==> src/design/drt_pkg.sv <==
// ----------------------------------------------------------------------------
// drt_pkg
// Shared types and codes for the dirty rectangle tracker.
// ----------------------------------------------------------------------------
package drt_pkg;

  localparam int unsigned CoordW = 16;

  typedef enum logic [1:0] {
    MODE_ADD   = 2'd0,
    MODE_WHOLE = 2'd1,
    MODE_FLUSH = 2'd2,
    MODE_NONE  = 2'd3
  } mode_e;

  typedef enum logic [1:0] {
    KIND_STATUS  = 2'd0,
    KIND_REGION  = 2'd1,
    KIND_WHOLE   = 2'd2,
    KIND_NOTHING = 2'd3
  } kind_e;

  typedef enum logic [2:0] {
    ST_APPENDED  = 3'd0,
    ST_COVERED   = 3'd1,
    ST_REPLACED  = 3'd2,
    ST_OFFSCREEN = 3'd3,
    ST_IGNORED   = 3'd4,
    ST_OVERFLOW  = 3'd5
  } status_e;

  localparam logic CFG_WIDTH  = 1'b0;
  localparam logic CFG_HEIGHT = 1'b1;

  typedef struct packed {
    logic [CoordW-1:0] x;
    logic [CoordW-1:0] y;
    logic [CoordW-1:0] w;
    logic [CoordW-1:0] h;
  } box_t;

  // token that walks the cell chain during an add scan
  typedef struct packed {
    logic active;   // token is still looking (no cover/replace yet)
    logic replaced; // replacement already done, zero the width of covered entries
    box_t rect;
  } tok_t;

  typedef struct packed {
    logic [1:0]        mode;
    logic [CoordW-1:0] rect_x;
    logic [CoordW-1:0] rect_y;
    logic [CoordW-1:0] rect_w;
    logic [CoordW-1:0] rect_h;
  } in_t;

  typedef struct packed {
    logic [1:0]        kind;
    logic [2:0]        status;
    logic [CoordW-1:0] out_x;
    logic [CoordW-1:0] out_y;
    logic [CoordW-1:0] out_w;
    logic [CoordW-1:0] out_h;
    logic              last;
  } out_t;

  // a covers b, compared on 17 bits so sums never wrap
  function automatic logic covers(box_t a, box_t b);
    logic [CoordW:0] ae_x, ae_y, be_x, be_y;
    ae_x = {1'b0, a.x} + {1'b0, a.w};
    ae_y = {1'b0, a.y} + {1'b0, a.h};
    be_x = {1'b0, b.x} + {1'b0, b.w};
    be_y = {1'b0, b.y} + {1'b0, b.h};
    return (a.x <= b.x) && (a.y <= b.y) && (ae_x >= be_x) && (ae_y >= be_y);
  endfunction

endpackage

==> src/design/drt_if.sv <==
// ----------------------------------------------------------------------------
// drt_if
// Valid/ready channel carrying one payload beat.
// ----------------------------------------------------------------------------
interface drt_if #(
  parameter type T = logic
);
  logic valid;
  logic ready;
  T     data;
  modport source (output valid, output data, input ready);
  modport sink   (input valid, input data, output ready);
endinterface

==> src/design/drt_cell.sv <==
// ----------------------------------------------------------------------------
// drt_cell
// One table slot: checks the passing token against its entry, shifts, fills or clears.
// ----------------------------------------------------------------------------
module drt_cell (
  input  logic          clk_i,
  input  logic          rst_ni,
  input  logic          scan_i,      // token step this cycle
  input  logic          shift_i,     // flush shift toward cell 0
  input  logic          clear_i,
  input  logic          fill_i,      // append lands here
  input  drt_pkg::box_t fill_box_i,
  input  drt_pkg::tok_t tok_i,
  input  logic          nb_valid_i,  // neighbor entry for shift
  input  drt_pkg::box_t nb_box_i,
  output drt_pkg::tok_t tok_o,
  output logic          valid_o,
  output drt_pkg::box_t box_o
);
  import drt_pkg::*;

  logic valid_q, valid_d;
  box_t box_q, box_d;
  tok_t tok_q, tok_d;

  always_comb begin
    valid_d = valid_q;
    box_d   = box_q;
    tok_d   = tok_i;
    if (clear_i) begin
      valid_d = 1'b0;
    end else if (shift_i) begin
      valid_d = nb_valid_i;
      box_d   = nb_box_i;
    end else if (fill_i) begin
      valid_d = 1'b1;
      box_d   = fill_box_i;
    end else if (scan_i && valid_q) begin
      if (tok_i.replaced) begin
        if (covers(tok_i.rect, box_q)) box_d.w = '0;
      end else if (tok_i.active) begin
        if (covers(box_q, tok_i.rect)) begin
          tok_d.active = 1'b0;
        end else if (covers(tok_i.rect, box_q)) begin
          box_d = tok_i.rect;
          tok_d.active   = 1'b0;
          tok_d.replaced = 1'b1;
        end
      end
    end
  end

  always_ff @(posedge clk_i or negedge rst_ni) begin
    if (!rst_ni) begin
      valid_q <= 1'b0;
      tok_q   <= '0;
    end else begin
      valid_q <= valid_d;
      if (scan_i) tok_q <= tok_d;
    end
  end

  always_ff @(posedge clk_i) begin
    box_q <= box_d;
  end

  assign tok_o   = tok_q;
  assign valid_o = valid_q;
  assign box_o   = box_q;
endmodule

==> src/design/dirty_rect_tracker_unit.sv <==
// add: token walks one cell per cycle down the whole chain (S_SCAN), then commits in S_DONE;
// the status beat is registered in S_DONE and the unit returns to idle through S_OUT
// ignored or offscreen add, whole-screen or nothing flush: one beat, then idle via S_OUT
// flush of n entries: one beat per cycle while the sink is ready, shifted out of cell 0
// one item at a time; for an add, the walk of the token down the chain sets the rate
// reset clears count, valid bits, whole-screen flag, screen to 640x480; entries no clear
// ----------------------------------------------------------------------------
// dirty_rect_tracker_unit
// Bounded dirty rectangle table built as a chain of slot cells.
// ----------------------------------------------------------------------------
module dirty_rect_tracker_unit #(
  parameter int unsigned MAX_REGIONS = 16
) (
  input  logic                       clk_i,
  input  logic                       rst_ni,
  drt_if.sink                        in_if,
  drt_if.source                      out_if,
  input  logic                       cfg_we_i,
  input  logic                       cfg_index_i,
  input  logic [drt_pkg::CoordW-1:0] cfg_data_i
);
  import drt_pkg::*;

  localparam int unsigned CntW = $clog2(MAX_REGIONS + 1);
  localparam int unsigned PosW = $clog2(MAX_REGIONS + 1);

  typedef enum logic [4:0] {
    S_IDLE  = 5'b00001,
    S_SCAN  = 5'b00010,
    S_DONE  = 5'b00100,
    S_FLUSH = 5'b01000,
    S_OUT   = 5'b10000
  } state_e;

  state_e            state_q, state_d;
  logic [CoordW-1:0] sw_q, sh_q;
  logic [CntW-1:0]   cnt_q, cnt_d;
  logic [PosW-1:0]   pos_q, pos_d;
  logic              whole_q, whole_d;
  out_t              res_q, res_d;
  logic              ov_q, ov_d;
  box_t              rect_q, rect_d;

  tok_t tok_in  [MAX_REGIONS];
  tok_t tok_out [MAX_REGIONS];
  logic cv      [MAX_REGIONS];
  box_t cb      [MAX_REGIONS];
  logic         scan, shift, clr;

  // clip
  logic signed [CoordW+1:0] cx, cy, cw, ch;
  logic [CoordW-1:0]        cxw, cyh, cww, chh;
  logic                     offs;
  in_t                      inb;

  assign inb = in_if.data;

  always_comb begin
    cx = {{2{inb.rect_x[CoordW-1]}}, inb.rect_x};
    cy = {{2{inb.rect_y[CoordW-1]}}, inb.rect_y};
    cw = {2'b00, inb.rect_w};
    ch = {2'b00, inb.rect_h};
    if (cx < 0) begin
      cw = cw + cx;
      cx = '0;
    end
    if (cy < 0) begin
      ch = ch + cy;
      cy = '0;
    end
    offs = (cx >= $signed({2'b00, sw_q})) || (cy >= $signed({2'b00, sh_q}));
    if (cx + cw > $signed({2'b00, sw_q})) cw = $signed({2'b00, sw_q}) - cx;
    if (cy + ch > $signed({2'b00, sh_q})) ch = $signed({2'b00, sh_q}) - cy;
    if (cw <= 0 || ch <= 0) offs = 1'b1;
    cxw = cx[CoordW-1:0];
    cyh = cy[CoordW-1:0];
    cww = cw[CoordW-1:0];
    chh = ch[CoordW-1:0];
  end

  always_ff @(posedge clk_i or negedge rst_ni) begin
    if (!rst_ni) begin
      sw_q <= CoordW'(640);
      sh_q <= CoordW'(480);
    end else if (cfg_we_i) begin
      if (cfg_index_i == CFG_WIDTH) sw_q <= cfg_data_i;
      else sh_q <= cfg_data_i;
    end
  end

  genvar g;
  generate
    for (g = 0; g < MAX_REGIONS; g++) begin : g_cell
      if (g == 0) begin : g_first
        assign tok_in[g] = (pos_q == '0) ? tok_t'{1'b1, 1'b0, rect_q} : '0;
      end else begin : g_rest
        assign tok_in[g] = tok_out[g-1];
      end
      drt_cell u_cell (
        .clk_i      (clk_i),
        .rst_ni     (rst_ni),
        .scan_i     (scan),
        .shift_i    (shift),
        .clear_i    (clr),
        .fill_i     (state_q == S_DONE && ov_q && cnt_q == CntW'(g)),
        .fill_box_i (rect_q),
        .tok_i      (tok_in[g]),
        .nb_valid_i ((g == MAX_REGIONS - 1) ? 1'b0 : cv[(g + 1) % MAX_REGIONS]),
        .nb_box_i   (cb[(g + 1) % MAX_REGIONS]),
        .tok_o      (tok_out[g]),
        .valid_o    (cv[g]),
        .box_o      (cb[g])
      );
    end
  endgenerate

  // token exits the chain with active still set: nobody covered or was replaced
  tok_t tail;
  assign tail = tok_out[MAX_REGIONS-1];

  assign in_if.ready = (state_q == S_IDLE) && !(out_if.valid && !out_if.ready);

  always_comb begin
    state_d = state_q;
    cnt_d   = cnt_q;
    pos_d   = pos_q;
    whole_d = whole_q;
    res_d   = res_q;
    ov_d    = ov_q;
    rect_d  = rect_q;
    scan    = 1'b0;
    shift   = 1'b0;
    clr     = 1'b0;
    if (out_if.valid && out_if.ready) res_d = '0;
    case (state_q)
      S_IDLE: begin
        if (in_if.valid && in_if.ready) begin
          case (inb.mode)
            MODE_ADD: begin
              res_d = '0;
              res_d.kind = KIND_STATUS;
              res_d.last = 1'b1;
              if (whole_q) begin
                res_d.status = ST_IGNORED;
                state_d = S_OUT;
              end else if (offs) begin
                res_d.status = ST_OFFSCREEN;
                state_d = S_OUT;
              end else begin
                rect_d  = '{x: cxw, y: cyh, w: cww, h: chh};
                pos_d   = '0;
                state_d = S_SCAN;
              end
            end
            MODE_WHOLE: whole_d = 1'b1;
            MODE_FLUSH: begin
              res_d = '0;
              res_d.last = 1'b1;
              if (whole_q) begin
                res_d.kind = KIND_WHOLE;
                clr = 1'b1;
                cnt_d = '0;
                whole_d = 1'b0;
                state_d = S_OUT;
              end else if (cnt_q == '0) begin
                res_d.kind = KIND_NOTHING;
                state_d = S_OUT;
              end else begin
                state_d = S_FLUSH;
              end
            end
            default: ;
          endcase
        end
      end
      S_SCAN: begin
        scan  = 1'b1;
        pos_d = pos_q + PosW'(1);
        if (pos_q == PosW'(MAX_REGIONS)) begin
          state_d = S_DONE;
          ov_d = tail.active && (cnt_q < CntW'(MAX_REGIONS));
          res_d.status = !tail.active ? (tail.replaced ? ST_REPLACED : ST_COVERED)
                       : (cnt_q < CntW'(MAX_REGIONS)) ? ST_APPENDED : ST_OVERFLOW;
          if (tail.active && cnt_q >= CntW'(MAX_REGIONS)) whole_d = 1'b1;
        end
      end
      S_DONE: begin
        if (ov_q) cnt_d = cnt_q + CntW'(1);
        ov_d = 1'b0;
        state_d = S_OUT;
      end
      S_FLUSH: begin
        if (!out_if.valid || out_if.ready) begin
          res_d = '0;
          res_d.kind  = KIND_REGION;
          res_d.out_x = cb[0].x;
          res_d.out_y = cb[0].y;
          res_d.out_w = cb[0].w;
          res_d.out_h = cb[0].h;
          res_d.last  = (cnt_q == CntW'(1));
          shift = 1'b1;
          cnt_d = cnt_q - CntW'(1);
          state_d = S_OUT;
          if (cnt_q != CntW'(1)) state_d = S_FLUSH;
        end
      end
      S_OUT: begin
        state_d = S_IDLE;
      end
      default: state_d = S_IDLE;
    endcase
  end

  logic ovalid_q, ovalid_d;
  always_comb begin
    ovalid_d = ovalid_q;
    if (out_if.valid && out_if.ready) ovalid_d = 1'b0;
    if ((state_q == S_IDLE && in_if.valid && in_if.ready &&
         (inb.mode == MODE_FLUSH || inb.mode == MODE_ADD) && state_d == S_OUT) ||
        (state_q == S_DONE) || shift) ovalid_d = 1'b1;
  end

  always_ff @(posedge clk_i or negedge rst_ni) begin
    if (!rst_ni) begin
      state_q  <= S_IDLE;
      cnt_q    <= '0;
      pos_q    <= '0;
      whole_q  <= 1'b0;
      ov_q     <= 1'b0;
      ovalid_q <= 1'b0;
      res_q    <= '0;
    end else begin
      state_q  <= state_d;
      cnt_q    <= cnt_d;
      pos_q    <= pos_d;
      whole_q  <= whole_d;
      ov_q     <= ov_d;
      ovalid_q <= ovalid_d;
      res_q    <= res_d;
    end
  end

  always_ff @(posedge clk_i) begin
    rect_q <= rect_d;
  end

  assign out_if.valid = ovalid_q;
  assign out_if.data  = res_q;

  a_cnt_range: assert property (@(posedge clk_i) disable iff (!rst_ni)
    cnt_q <= CntW'(MAX_REGIONS)) else $error("count overflow");
  a_hold: assert property (@(posedge clk_i) disable iff (!rst_ni)
    out_if.valid && !out_if.ready |=> out_if.valid && $stable(out_if.data))
    else $error("result lost");
  a_nostart: assert property (@(posedge clk_i) disable iff (!rst_ni)
    state_q != S_IDLE |-> !in_if.ready) else $error("accept while busy");
endmodule
==> src/flat_wrapper.sv <==
// flat-port wrapper written by rule: the top's interface ports become plain ports
module dirty_rect_tracker_unit_flat import drt_pkg::*;
#(
  parameter int unsigned MAX_REGIONS = 16
)
  (clk_i, rst_ni, cfg_we_i, cfg_index_i, cfg_data_i, in_if_valid, in_if_data, in_if_ready, out_if_valid, out_if_data, out_if_ready);
  drt_if in_if_i ();
  drt_if out_if_i ();
  input  logic clk_i;
  input  logic rst_ni;
  input  logic cfg_we_i;
  input  logic cfg_index_i;
  input  logic [drt_pkg::CoordW-1:0] cfg_data_i;
  input wire logic [$bits(in_if_i.valid)-1:0] in_if_valid;
  input wire logic [$bits(in_if_i.data)-1:0] in_if_data;
  output wire logic [$bits(in_if_i.ready)-1:0] in_if_ready;
  output wire logic [$bits(out_if_i.valid)-1:0] out_if_valid;
  output wire logic [$bits(out_if_i.data)-1:0] out_if_data;
  input wire logic [$bits(out_if_i.ready)-1:0] out_if_ready;
  assign in_if_i.valid = in_if_valid;
  assign in_if_i.data = in_if_data;
  assign in_if_ready = in_if_i.ready;
  assign out_if_valid = out_if_i.valid;
  assign out_if_data = out_if_i.data;
  assign out_if_i.ready = out_if_ready;
  dirty_rect_tracker_unit #(.MAX_REGIONS(MAX_REGIONS)) u_core (.clk_i(clk_i), .rst_ni(rst_ni), .in_if(in_if_i), .out_if(out_if_i), .cfg_we_i(cfg_we_i), .cfg_index_i(cfg_index_i), .cfg_data_i(cfg_data_i));
endmodule
==> config.mk <==
export PLATFORM = sky130hd
export DESIGN_NAME = dirty_rect_tracker_unit_flat
export DESIGN_NICKNAME = d
export VERILOG_FILES = /design/src/design/drt_pkg.sv /design/src/design/drt_if.sv /design/src/design/drt_cell.sv /design/src/design/dirty_rect_tracker_unit.sv /design/src/flat_wrapper.sv
export SDC_FILE = /design/constraint.sdc
export NUM_CORES = 2
export LEC_CHECK = 0
export BUFFER_PORTS_ARGS = -buffer_cell sky130_fd_sc_hd__buf_4
export CAP_MARGIN = 0
export CORE_MARGIN = 5
export CORE_UTILIZATION = 30
export CTS_BUF_LIST = sky130_fd_sc_hd__clkbuf_16
export DETAILED_ROUTE_END_ITERATION = 10
export GPL_ROUTABILITY_DRIVEN = 1
export PLACE_DENSITY = 0.42
export SLEW_MARGIN = 30
export SYNTH_ARGS = -nofsm -noshare
export SYNTH_HDL_FRONTEND = slang
export SYNTH_SLANG_ARGS = --single-unit
==> constraint.sdc <==
create_clock -name clk_i -period 13.8 [get_ports clk_i]
set_clock_uncertainty 0.1 [all_clocks]
set_input_delay 2.76 -clock clk_i [delete_from_list [all_inputs] [get_ports clk_i]]
set_output_delay 2.76 -clock clk_i [all_outputs]
set_load 0.01 [all_outputs]
## Word level (Yosys, flattened, before mapping)

Index checks and enable logic that the tools add are counted.

| word-level totals | value |
|---|---|
| register bits | 2184 |
| output and inout bits | 3 |
| word-level logic and storage cells | 1129 |

| cells by class | value |
|---|---|
| $add $sub $neg | 67 |
| magnitude comparators | 136 |
| equal/unequal tests | 106 |
| muxes and demuxes | 357 |
| bitwise gates (word level) | 3 |
| reduce and logical (&&, ||, !) cells | 271 |

Operators with widths:

| operator | number |
|---|---|
| two-way mux 64 bit | 96 |
| adder 16 x 16 -> 17 bit | 64 |
| greater-or-equal comparator 17 bit | 64 |
| less-or-equal comparator 16 bit | 64 |
| two-way mux 16 bit | 50 |
| two-way mux 32 bit | 16 |
| two-way mux 70 bit | 3 |
| two-way mux 2 bit | 98 |
| AND reduction 5 bit | 31 |
| nonzero test 3 bit | 48 |
| logical AND 1 bit | 138 |
| case mux 65 bit (2 select lines) | 1 |
| != test 3 x 2 -> 1 bit (second input constant) | 32 |
| != test 5 x 4 -> 1 bit (second input constant) | 15 |
| two-way mux 1 bit | 71 |
| two-way mux 66 bit | 1 |
| != test 4 x 3 -> 1 bit (second input constant) | 16 |
| nonzero test 4 bit | 16 |
| != test 4 x 2 -> 1 bit (second input constant) | 15 |
| two-way mux 5 bit | 11 |
| equality test 5 x 4 -> 1 bit (second input constant) | 9 |
| nonzero test 2 bit | 20 |
| less-or-equal comparator 18 x 1 -> 1 bit (second input constant) | 2 |
| greater-or-equal comparator 1 x 16 -> 1 bit (first input constant) | 2 |
| 26 further kinds | 57 |

## Logic depth before layout (Yosys ltp)

| logic depth | value |
|---|---|
| depth after elaboration | 14 |
| gate-level depth with buffers | 12 |
| depth with buffers taken out | 12 |

## Modules after synthesis

From an unflattened synthesis, not the netlist that was laid out.

| unflattened totals | value |
|---|---|
| cells, all modules | 16316 |
| area total of the unflattened synthesis | 161417.3 µm² |

By module, submodules not included:

| module | times used | cells an instance | area each (µm²) |
|---|---|---|---|
| drt_cell (u_core.g_cell[11].u_cell ...) | 6 | 1011 | 10024.6 |
| drt_cell (u_core.g_cell[0].u_cell ...) | 4 | 1003 | 10010.9 |
| drt_cell (u_core.g_cell[6].u_cell ...) | 4 | 1021 | 10000.8 |
| drt_cell (u_core.g_cell[5].u_cell) | 1 | 1019 | 10074.7 |
| drt_cell (u_core.g_cell[10].u_cell) | 1 | 995 | 9903.2 |
| dirty_rect_tracker_unit | 1 | 140 | 1244.9 |

## Least setup slack after synthesis

No wires, ideal clock.

| timing path | value |
|---|---|
| kind | reg2reg |
| start point | register u_core.g_cell[13].u_cell.box_q (netlist bit u_core.g_cell[13].u_cell.box_o[32]) |
| end point | register u_core.g_cell[13].u_cell.box_q (netlist bit u_core.g_cell[13].u_cell.box_o[0]), enable pin |
| library setup time | 0.586 ns |
| arrival time | 7.585 ns |
| data required time | 13.114 ns |
| path slack | 5.529 ns |
| cell stages (with the launch flop) | 12 |
| clock period less this slack | 8.271 ns |
| cell sequence | edfxtp_1 ha_1 fa_1 a211oi_1 nor2_1 o22ai_1 o21ai_0 a21boi_0 xnor2_1 nor4_1 nand4_1 o41ai_1 |

| between the ends | value |
|---|---|
| word-level cells in the longest chain between the ends | 6 |

Ends and longest elaborated chain:

| what | line | RTL |
|---|---|---|
| start: declaration | drt_cell.sv:23 | `box_t box_q, box_d;` |
| start signal: assignment | drt_cell.sv:64 | `box_q <= box_d;` |
| parallel branches: the longest is 5 deep, another holds adder 16 x 16 -> 17 bit | n/a |  |
| AND reduction 5 bit (no line) (*) | n/a |  |

Every way passes the cells marked *.
A chain may end at the register's enable or synchronous reset.

## Final worst setup path

| timing path | value |
|---|---|
| start point | input port out_if_ready |
| end point | output port in_if_ready |

| between the ends | value |
|---|---|
| word-level cells in the longest chain between the ends | 4 |

Ends and longest elaborated chain:

| what | line | RTL |
|---|---|---|
| start: declaration | flat_wrapper.sv:19 | `input wire logic [$bits(out_if_i.ready)-1:0] out_if_ready;` |
| zero test 1 bit | dirty_rect_tracker_unit.sv:121 | `assign in_if.ready = (state_q == S_IDLE) && !(out_if.valid && !out_if.ready);` |
| logical AND 1 bit | dirty_rect_tracker_unit.sv:121 |  |
| zero test 1 bit | dirty_rect_tracker_unit.sv:121 |  |
| logical AND 1 bit | dirty_rect_tracker_unit.sv:121 |  |
| end: declaration | flat_wrapper.sv:16 | `output wire logic [$bits(in_if_i.ready)-1:0] in_if_ready;` |

Every way passes these cells.

==> out/results.txt <==
Fin crit share -> 47.6%
Share of synthesized registers carrying an async set or reset -> 5.97%
Final Hold Vio Count -> 0
Antenna-violating nets left -> 0
Critical Path Sink Type -> primary output
Hold Path Class -> flop to flop
HPWL Detailed -> 185 mm
Commonest non-fill, non-tap cell in the layout -> and2_1
Grt peak-use layer -> met2
Worst slew pin tran -> 1.05 ns
Gpl congestion -> 0.917
Worst setup path class -> input pin to primary output
Clk_lat worst skew -> 0.79 ns
Yosys cell types -> 97
Slew Limit Fails -> 0
# IOs -> 26
TritonCTS clock tree -> done
LEAKAGE -> 28.3 nW
Initial antenna violation count -> 11
Cells after Synth -> 6491
GRT Util Overall -> 19.3%
Worst Path Arrival -> 3.71 ns
Seq cells post-synth -> 1089
GRT met3 Usage -> 2.20%
Port Buf Inserts -> 6
Largest net degree at the start of global routing -> 288
Met2 Use GR -> 32.0%
Slew headroom -> 29.6%
Drt wl/cell -> 24.9 um
Fill cell count -> 23.3k
DR iter-0 viols -> 4060
Global-route wire length before repair -> 348 mm
Mean post-synth cell area -> 10.6 um2
Grt total ovfl -> 0
Power per Cell Area -> 93.6 mW/mm2
TNS Setup -> 0 ns
Die area -> 0.240 mm2
Met1 GRT Util -> 26.9%
Yosys top cell area share -> 44.6%
CTS Hold Bufs -> 0
Fin crit period -> 6.57 ns
Die Ht -> 489 um
Clock sink total -> 1089
Post-cts sizing count -> 0
Status -> finished clean
Clk Tree Root Cell -> clkbuf_16
Starting Density -> 30.0%
Netlist Area Pre-Place -> 0.0689 mm2
Drt pass-1 iters -> 8
Most frequent cells in the layout -> and2_1 (1048), edfxtp_1 (1024), ha_1 (519)
FMAX -> 152 MHz
Area Overhead vs Synth -> 11.6%
Final WL -> 239 mm
Synth top area cells -> edfxtp_1 (45%), and2_1 (9.5%), ha_1 (9.4%)
Setup Viol. Count Final -> 0
Vias in the first global route -> 51.6k
Fin area -> 0.0770 mm2
CTS Buffer Depth -> 3
Max-Cap Viols -> 0
Final nets -> 7056
FP Rows -> 176
Dominant synthesized flop cell -> edfxtp_1
RSZ-0062 raised after global routing -> no
Core region area -> 0.229 mm2
Setup repair bufs after CTS -> 0
H-tree Lvls -> 4
Placed instance area -> 0.0725 mm2
Remaining DRCs -> 0
Ys Warns -> 0
Cell taking the most area after synthesis -> edfxtp_1
Fraction of layout cells with a size suffix above 1 -> 5.39%
Cts bufs inserted -> 137
Vias per cell -> 5.42
Vias -> 52.2k
Crit path max fanout -> 6
Post-synth net total -> 7065
Post-synth EDFFs -> 1024
Post-synthesis sequential area ratio -> 47.0%
WP data required -> 10.94 ns
Peak supply drop -> 0.117 mV
Worst-path clk slew -> 0.05 ns
Critical Path Source Type -> input pin
Die X -> 489 um
## cell families after synthesis
| kind of cell | synth area share (%) |
|---|---|
| compound gates | 15.8 |
| xor+xnor | 2.27 |
| fa+ha+maj | 10.3 |
| buf+inv | 2.15 |
| flops | 47.0 |
| mux | 0.884 |
| simple gates | 21.6 |
## layout make-up
class / instances / area [um2] / area share [%]
clock inverter: 108 / 900 / 1.17
multi-input combinational: 5013 / 35300 / 45.9
sequential: 1089 / 32400 / 42.1
timing repair buffer: 41 / 397 / 0.515
tap: 3026 / 3790 / 4.92
clock buffer: 138 / 3450 / 4.49
inverter: 200 / 751 / 0.976
antenna: 2 / 5.00 / 0.00650
## cells in the mapped netlist (all sizes together) (32+ instances only)
cell type and instances:
fa 32, nand2b 82, nand4 105, o31ai 45, dfrtp 64, xor2 79, a21oi 329, and2 1048
o21bai 55, nor4 210, xnor2 100, a31oi 63, nand3 126, mux2i 44, nor3 99, o211ai 53
a2111oi 46, nor3b 39, o21a 58, and3 44, inv 200, or3 33, a21o 126, ha 519
a211oi 129, nand2 293, nor2b 56, o22ai 40, o2111ai 40, clkbuf 181, nor2 337, edfxtp 1024
o21ai 339
## metal layers
layer	wire (um)	up-vias
li1	-	24800
met1	112000	25900
met2	112000	1166
met3	8440	311
met4	6700	2
met5	13	-
## registers in the layout, indices dropped and copies added (netlist names)
| name | cells |
|---|---|
| u_core.cnt_q | 5 |
| u_core.ov_q | 1 |
| u_core.g_cell.u_cell.tok_o | 31 |
| u_core.state_q | 5 |
| u_core.g_cell.u_cell.valid_o | 16 |
| u_core.out_if.data | 1 |
| u_core.g_cell.u_cell.box_o | 1024 |
| u_core.out_if.valid | 1 |
| u_core.pos_q | 5 |
## stage by stage
stage               utilization (%)  power, mW  hold WS [ns]  cells  worst slack (ns)
finish                         33.5       7.20         0.420   9617              7.23
global route                   33.5       7.46         0.441   9616              7.18
CTS                            33.5       7.33         0.428   9613              7.21
detailed placement             31.6       3.75         0.412   9367              7.22
global placement               31.6       3.75         0.387   9366              7.23
floorplan                         -       3.71         0.360   6491              5.53
## path summary, 6_finish.rpt
kind | startpoint | to | slack (ns) | cells after the start
max in group asynchronous | rst_ni | u_core.pos_q[2]$_DFFE_PN0P_ | 11.26 | 1
worst min register to register | u_core.pos_q[3]$_DFFE_PN0P_ | u_core.pos_q[3]$_DFFE_PN0P_ | 0.42 | 1
worst min-delay path | u_core.pos_q[3]$_DFFE_PN0P_ | u_core.pos_q[3]$_DFFE_PN0P_ | 0.42 | 1
worst max register to register | u_core.g_cell[14].u_cell.box_o[48]$_SDFFCE_PN0P_ | u_core.g_cell[14].u_cell.box_o[28]$_DFFE_PP_ | 7.94 | 11
worst max-delay path | out_if_ready | in_if_ready | 7.23 | 4
min in group asynchronous | rst_ni | u_core.g_cell[5].u_cell.tok_o[65]$_DFFE_PN0N_ | 1.88 | 1
## worst max-delay path, cell delays in order
cell and delay [ns]:
buf_4 0.13, nand2b_1 0.26, and4_1 0.33, buf_4 0.21
## power by group
part	switching [mW]	leakage [nW]	internal, mW
registers	0.0266	10.3	3.58
clock network	1.50	2.20	2.02
logic	0.0462	15.8	0.0283
total	1.58	28.3	5.63
Note: power is estimated with default switching activity, not from simulation.
